===== config.mk =====
export PLATFORM = sky130hd
export DESIGN_NAME = arpc_scan
export DESIGN_NICKNAME = d
export VERILOG_FILES = /design/src/rtl/arpc_pkg.sv /design/src/rtl/arpc_scan.sv
export SDC_FILE = /design/constraint.sdc
export NUM_CORES = 1
export LEC_CHECK = 0
export ABC_AREA = 1
export BUFFER_PORTS_ARGS = -buffer_cell sky130_fd_sc_hd__buf_4
export CAP_MARGIN = 20
export CORE_MARGIN = 5
export CORE_UTILIZATION = 55
export DETAILED_ROUTE_END_ITERATION = 16
export PLACE_DENSITY = 0.84
export SLEW_MARGIN = 20
export SYNTH_ARGS = -nofsm -noshare
export SYNTH_HDL_FRONTEND = slang
export SYNTH_SLANG_ARGS = --single-unit

===== constraint.sdc =====
create_clock -name clk_i -period 5.7 [get_ports clk_i]
set_input_delay 0.57 -clock clk_i [delete_from_list [all_inputs] [get_ports clk_i]]
set_output_delay 0.57 -clock clk_i [all_outputs]
set_load 0.05 [all_outputs]

===== src/rtl/arpc_pkg.sv =====
package arpc_pkg;

  localparam int unsigned ENTRIES = 128;
  localparam int unsigned IDX_W   = (ENTRIES > 1) ? $clog2(ENTRIES) : 1;

  localparam int unsigned IP_W    = 32;
  localparam int unsigned MAC_W   = 48;
  localparam int unsigned TICK_W  = 32;
  localparam int unsigned ETYPE_W = 16;
  localparam int unsigned OPC_W   = 16;
  localparam int unsigned MODE_W  = 2;

  localparam logic [MODE_W-1:0]  MODE_TICK   = 2'd0;
  localparam logic [MODE_W-1:0]  MODE_LOOKUP = 2'd1;
  localparam logic [MODE_W-1:0]  MODE_FRAME  = 2'd2;

  localparam logic [ETYPE_W-1:0] ARP_ETHERTYPE = 16'h0806;
  localparam logic [OPC_W-1:0]   ARP_OP_REPLY  = 16'd2;
  localparam logic [TICK_W-1:0]  EXPIRY_RESET  = 32'd300;

  typedef enum logic [1:0] {
    OP_NONE,
    OP_TICK,
    OP_LOOKUP,
    OP_STORE
  } op_e;

  typedef struct packed {
    logic              valid;
    logic [IP_W-1:0]   ip;
    logic [MAC_W-1:0]  mac;
    logic [TICK_W-1:0] birth;
  } entry_t;

endpackage


===== src/rtl/arpc_scan.sv =====
module arpc_scan import arpc_pkg::*; (
  input  logic               clk_i,
  input  logic               rst_ni,
  input  logic               in_valid_i,
  output logic               in_ready_o,
  input  logic [MODE_W-1:0]  mode_i,
  input  logic [IP_W-1:0]    ip_addr_i,
  input  logic [MAC_W-1:0]   mac_addr_i,
  input  logic [ETYPE_W-1:0] ether_type_i,
  input  logic [OPC_W-1:0]   arp_opcode_i,
  input  logic               cfg_valid_i,
  output logic               cfg_ready_o,
  input  logic [TICK_W-1:0]  cfg_data_i,
  input  entry_t             head_i,
  output entry_t             tail_o,
  output logic               shift_o,
  output logic               out_valid_o,
  input  logic               out_ready_i,
  output logic               found_o,
  output logic [MAC_W-1:0]   mac_out_o,
  output logic               stored_o,
  output logic               table_full_o
);

  localparam logic [1:0] ST_IDLE = 2'd0;
  localparam logic [1:0] ST_SCAN = 2'd1;
  localparam logic [1:0] ST_HOLD = 2'd2;

  logic [1:0]        state_q, state_d;
  logic [IDX_W-1:0]  step_q, step_d;
  op_e               op_q, op_d;
  logic [IP_W-1:0]   ip_q;
  logic [MAC_W-1:0]  mac_q;
  logic [TICK_W-1:0] tick_q, tick_d;
  logic [TICK_W-1:0] expiry_q;
  logic              found_q, found_d;
  logic [MAC_W-1:0]  hit_mac_q, hit_mac_d;
  logic              stored_q, stored_d;
  logic              out_valid_q;
  logic              out_found_q, out_stored_q, out_full_q;
  logic [MAC_W-1:0]  out_mac_q;
  logic              in_fire, last_step, out_free, load_out;
  logic [TICK_W-1:0] age;
  logic              res_found, res_stored;
  logic [MAC_W-1:0]  res_mac;

  assign in_ready_o  = (state_q == ST_IDLE);
  assign in_fire     = in_valid_i && in_ready_o;
  assign cfg_ready_o = 1'b1;
  assign shift_o     = (state_q == ST_SCAN);
  assign last_step   = (step_q == IDX_W'(ENTRIES - 1));
  assign out_free    = !out_valid_q || out_ready_i;
  assign age         = tick_q - head_i.birth;

  always_comb begin
    case (mode_i)
      MODE_TICK:   op_d = OP_TICK;
      MODE_LOOKUP: op_d = OP_LOOKUP;
      MODE_FRAME:  op_d = (ether_type_i == ARP_ETHERTYPE && arp_opcode_i == ARP_OP_REPLY)
                          ? OP_STORE : OP_NONE;
      default:     op_d = OP_NONE;
    endcase
  end

  always_comb begin
    tail_o    = head_i;
    found_d   = found_q;
    hit_mac_d = hit_mac_q;
    stored_d  = stored_q;
    case (op_q)
      OP_TICK: begin
        if (head_i.valid && age >= expiry_q) begin
          tail_o.valid = 1'b0;
        end
      end
      OP_LOOKUP: begin
        if (!found_q && head_i.valid && head_i.ip == ip_q) begin
          found_d   = 1'b1;
          hit_mac_d = head_i.mac;
        end
      end
      OP_STORE: begin
        if (!stored_q && !head_i.valid) begin
          tail_o   = '{valid: 1'b1, ip: ip_q, mac: mac_q, birth: tick_q};
          stored_d = 1'b1;
        end
      end
      default: begin
      end
    endcase
  end

  always_comb begin
    state_d = state_q;
    step_d  = step_q;
    case (state_q)
      ST_IDLE: begin
        if (in_fire) begin
          state_d = ST_SCAN;
          step_d  = '0;
        end
      end
      ST_SCAN: begin
        step_d = step_q + IDX_W'(1);
        if (last_step) begin
          state_d = out_free ? ST_IDLE : ST_HOLD;
        end
      end
      ST_HOLD: begin
        if (out_free) begin
          state_d = ST_IDLE;
        end
      end
      default: state_d = ST_IDLE;
    endcase
  end

  assign load_out   = ((state_q == ST_SCAN) && last_step && out_free) ||
                      ((state_q == ST_HOLD) && out_free);
  assign res_found  = shift_o ? found_d   : found_q;
  assign res_mac    = shift_o ? hit_mac_d : hit_mac_q;
  assign res_stored = shift_o ? stored_d  : stored_q;
  assign tick_d     = (in_fire && op_d == OP_TICK) ? tick_q + TICK_W'(1) : tick_q;

  always_ff @(posedge clk_i or negedge rst_ni) begin
    if (!rst_ni) begin
      state_q     <= ST_IDLE;
      step_q      <= '0;
      op_q        <= OP_NONE;
      tick_q      <= '0;
      expiry_q    <= EXPIRY_RESET;
      found_q     <= 1'b0;
      stored_q    <= 1'b0;
      out_valid_q <= 1'b0;
    end else begin
      state_q <= state_d;
      step_q  <= step_d;
      tick_q  <= tick_d;
      if (cfg_valid_i && cfg_ready_o) begin
        expiry_q <= cfg_data_i;
      end
      if (in_fire) begin
        op_q     <= op_d;
        found_q  <= 1'b0;
        stored_q <= 1'b0;
      end else if (shift_o) begin
        found_q  <= found_d;
        stored_q <= stored_d;
      end
      if (load_out) begin
        out_valid_q <= 1'b1;
      end else if (out_ready_i) begin
        out_valid_q <= 1'b0;
      end
    end
  end

  always_ff @(posedge clk_i) begin
    if (in_fire) begin
      ip_q      <= ip_addr_i;
      mac_q     <= mac_addr_i;
      hit_mac_q <= '0;
    end else if (shift_o) begin
      hit_mac_q <= hit_mac_d;
    end
    if (load_out) begin
      out_found_q  <= res_found;
      out_mac_q    <= res_found ? res_mac : '0;
      out_stored_q <= res_stored;
      out_full_q   <= (op_q == OP_STORE) && !res_stored;
    end
  end

  assign out_valid_o  = out_valid_q;
  assign found_o      = out_found_q;
  assign mac_out_o    = out_mac_q;
  assign stored_o     = out_stored_q;
  assign table_full_o = out_full_q;

endmodule


# == Yosys cells after proc, flatten, opt, wreduce, memory -nomap -nowiden ==
# Index checks and enable logic that the tools add are counted.
# word_totals
ff_bits,257
inputBits,264
output_inout_bits,168
# classes
addsub,3
magnitude_cmp,1
n_eq_ne,15
n_mux,26
reduce_logical,24
# ops
op,n
$mux 48,3
$mux 113,1
$mux 112,1
$add 32x1->32 const B,1
$eq 32x32->1,1
$ge 32x32->1,1
$sub 32x32->32,1
$eq 16x12->1 const B,1
$eq 16x2->1 const B,1
$pmux 7 s2,1
$pmux 2 s3,2
$logic_and 1x1->1,11
$mux 1,11
$mux 2,5
$eq 2x1->1 const B,4
$eq 2x2->1 const B,4
$add 7x1->7 const B,1
$eq 7x7->1 const B,1
$mux 7,1
$logic_not 1->1,5
$logic_not 2->1,2
$ne 2x1->1 const B,2
$reduce_bool 2->1,2
$reduce_and 3->1,1
other kinds (4),5

# == Depth between registers and ports, before layout ==
# depth
depth_word,7
mapped_depth,22
depth_no_buf,22

# == Worst setup path after synthesis ==
# No wires, ideal clock.
# synth_timing
path_type,reg2reg
startpoint,reg state_q[1]
endpoint,"reg ip_q[0], enable pin"
t_arrival_ns,3.822
required_ns,5.224
slack_ns,1.402
stages_incl_launch_ff,6
path_buffers,2
path_cell_list,dfrtp_1 nor2_2 nand2_1 inv_2 clkbuf_1 clkbuf_1
# synth_between
elab_chain_len,2
# synth_rtl
item,line,source
start: declaration,arpc_scan.sv:29,"logic [1:0] state_q, state_d;"
start signal: assignment,arpc_scan.sv:136,state_q <= state_d;
$logic_not 2->1,arpc_scan.sv:47,assign in_ready_o = (state_q == ST_IDLE);
named net in_ready_o,arpc_scan.sv:5,"output logic in_ready_o,"
$logic_and 1x1->1,arpc_scan.sv:48,assign in_fire = in_valid_i && in_ready_o;
named net in_fire,arpc_scan.sv:42,"logic in_fire, last_step, out_free, load_out;"
end signal: assignment,arpc_scan.sv:160,ip_q <= ip_addr_i;
end: declaration,arpc_scan.sv:32,logic [IP_W-1:0] ip_q;
# The timed path passes the listed nets, and every way through them passes these cells.
# A chain may end at the register's enable or synchronous reset.

==> impl_metrics.toml <==
[outcome]
run_status = "complete, no violations"

[clock_tree]
clkLatencyLatePin_ns = 0.56
htreeDepth = 1
cts_tree = "yes"
cts_made_buffers = 28
cts_buffer_depth = 3
root_buffer = "clkbuf_16"
path_clk_slew_ns = 0.06
cts_hold_buf = 0
clkSinkCount = 257
cts_setup_buffers = 0
cts_resized = 0

[synth]
netlist_top_cells_area = "edfxtp_1 27%, dfrtp_1 13%, nand2_1 12%, inv_1 7.8%, nor2_1 6.6%"
synth_edf_count = 131
avgSynthCellArea_um2 = 7.753
ys.flop_type = "edfxtp_1"
netlist_instances = 1880
synth.distinct_cells = 41
synth-seq-cells = 257
yosysTopAreaCell = "edfxtp_1"
seq_area_frac_synth_pct = 47.01
synth_top_area_share_pct = 26.99
yosysWarnings = 0
async_flop_share_pct = 30.35
synthesis.area_um2 = 14580
syn_nets = 2210

[timing]
tightest_slew_ns = 0.9856
min_period_ns = 4.773
fmax_mhz = 209.5
worst_slack_ns = 0.9269
setup_viol = 0
slew_viol_final = 0
max-slew-margin-rel_pct = 34.29
timing.hold.ws_ns = 0.06462
hold_viol = 0
finalCritPeriodShare_pct = 83.74
rsz0062_at_grt = "false"
clock-skew-final_ns = 0.02026
fin_setup_tns_ns = 0

[power_and_ir_drop]
p_leak_nw = 9.410
powerDensity_nw_per_um2 = 284.2
combPwrFrac_pct = 28.8
internal_power_mw = 3.516
ir_drop_mv = 0.2773
p_clk_share_pct = 31.2
totalPowerFinal_mw = 5.371
swShare_pct = 34.53
p_switching_mw = 1.855
p_seq_share_pct = 40.0

[routing]
routedWlPerCell_um = 17.96
drt_wl_total_mm = 47.52
avgViaCountPerCell = 5.276
initialDrtViolationCount = 1208
drc = 0
vias = 13960
ant_nets = 0
dr.pass1.iters = 5

[flow_run]
max_cap_viol_count = 0

[floorplan]
floorplan.initialDensity_pct = 55.93
ioPinCount = 432
die_y_um = 172.8
rows = 59
die_x_um = 172.8
core_area_um2 = 26060
dieArea_um2 = 29860

[placed_design]
port_buffers = 430
dp_slack_ns = 1.408
placed_cells_incl_taps = 2592
hpwl_mm = 37.04
gp_congestion = 0.9502

[grt]
grt_max_degree = 89
gr-total-overflow = 0
antenna_found_initial = 1
grt_pass1_vias = 13720
met1_usage_pct = 38.72
grt_pass1_wl_mm = 73.64
globalRoute.busiestLayer = "met2"
met2_usage_pct = 51.65
met3_usage_pct = 6.594
grt_usage_pct = 30.55

[critical_path]
path_max_fanout = 4
reg2reg_to = "mac_out_o[20]$_SDFFCE_PP0P_"
cpPeakStageDelay_ns = 0.41
arrival_ns = 4.20
required_ns = 5.13
cp-start-kind = "flop"
r2r_start = "ip_q[21]$_DFFE_PP_"
r2r_cells = 14
cp_top_family = "simple AND/OR/NAND/NOR gates"
path_buf_inv = 3
cp_common_cell = "nand2_1"
end_kind = "output pin"
crit_path_cell_trace = "inv_1 -> ha_1 -> inv_1 -> fa_1 -> nand2_1 -> nand2_1 -> nand2_1 -> nor3_1 -> nor2_1 -> o21ai_0 -> nand2_1 -> nand2_1 -> nand2_1 -> nand2_1 -> ha_1 -> nand2_1 -> nor2_1 -> nand4_1 -> nor4_1 -> nand2_1 -> nand3_1 -> nand3_1 -> buf_4"
reg2reg_setup_slack_ns = 2.51
slowest_stage = "fa_1"
critical_path_class = "reg2out"

[final_layout]
final_cell_mix = "455 x nand2_1, 434 x buf_4, 303 x inv_1"
final_common_cell = "nand2_1"
layout.nets = 2618
fin_cells = 2646
synthToLayoutAreaGrowth_pct = 29.67
drive_above_1_share_pct = 21.86

[worst_hold_path]
holdCritPathClass = "in2async"
power groups by stage:
| stage | logic [mW] | clock network, mW | registers, mW |
|---|---|---|---|
| finish | 1.54 | 1.68 | 2.15 |
| global route | 1.69 | 1.77 | 2.16 |
| CTS | 1.53 | 1.69 | 2.15 |
| detailed placement | 1.52 | 0 | 2.18 |
| global placement | 1.49 | 0 | 2.18 |
| floorplan | 0.986 | 0 | 2.16 |
logic make-up (layout without fill, tap and decap cells):
| kind of cell | after synthesis | count (layout) | synth area share [%] |
|---|---|---|---|
| adders and majority gates | 66 | 66 | 5.717 |
| and+or+nand+nor | 879 | 879 | 24.75 |
| muxes | 5 | 5 | 0.3863 |
| xor gates and xnor gates | 57 | 57 | 3.425 |
| DFF | 257 | 257 | 47.01 |
| buffers and inverters | 365 | 795 | 9.846 |
| AOI/OAI and AO/OA | 250 | 250 | 8.842 |
| other | 1 | 2 | 0.02573 |
worst max path at each step:
| stage | from | endpoint | depth (start not counted) |
|---|---|---|---|
| after floorplan | state_q[1]$_DFFE_PN0P_ | ip_q[0]$_DFFE_PP_ | 5 |
| after detailed placement | head_i[0] | tail_o[112] | 22 |
| final | tick_q[0]$_DFFE_PN0P_ | tail_o[112] | 23 |
| after global placement | head_i[0] | tail_o[112] | 22 |
| after global routing | tick_q[0]$_DFFE_PN0P_ | tail_o[112] | 23 |
| after CTS | tick_q[0]$_DFFE_PN0P_ | tail_o[112] | 23 |
layer usage:
metal / up-vias / share of wire [%]
li1: 6806 / -
met1: 6425 / 39
met2: 618 / 48
met3: 110 / 8.2
met4: 0 / 4.5
met5: - / 0
sequential cells by signal (all words and copies together) (netlist names):
name and count:
mac_q 48, stored_o 1, expiry_q 32, op_q 2
mac_out_o 48, stored_q 1, table_full_o 1, state_q 2
found_o 1, tick_q 32, ip_q 32, hit_mac_q 48
out_valid_o 1, step_q 7, found_q 1
metrics by stage:
step | util [%] | cell area, um^2
after floorplan | - | 14580
after global placement | 69.16 | 18020
after detailed placement | 69.16 | 18020
after CTS | 72.43 | 18870
after global routing | 72.53 | 18900
final | 72.53 | 18900
layout make-up:
type | count | area, um^2
Clock buffer | 34 | 723.2
Timing Repair Buffer | 437 | 3309
Tap cell | 335 | 419.2
Sequential cell | 257 | 6852
Fill cell | 1989 | 7159
Antenna cell | 1 | 2.502
Inverter | 306 | 1151
Clock inverter | 18 | 126.4
Multi-Input combinational cell | 1258 | 6316
cell usage after synthesis, drive strengths merged (3+ instances only):
| cell | n |
|---|---|
| mux2 | 5 |
| nor2 | 263 |
| nand2 | 457 |
| buf | 26 |
| ha | 65 |
| xor2 | 43 |
| clkbuf | 33 |
| nand4 | 17 |
| nor3 | 21 |
| dfstp | 4 |
| o21ai | 122 |
| a21o | 4 |
| dfrtp | 74 |
| edfxtp | 131 |
| o21a | 3 |
| nor4 | 15 |
| xnor2 | 14 |
| inv | 306 |
| nand3b | 5 |
| nand3 | 99 |
| a21oi | 113 |
| dfxtp | 48 |
| o21bai | 5 |
No activity file was read; power rests on OpenSTA's default activity.
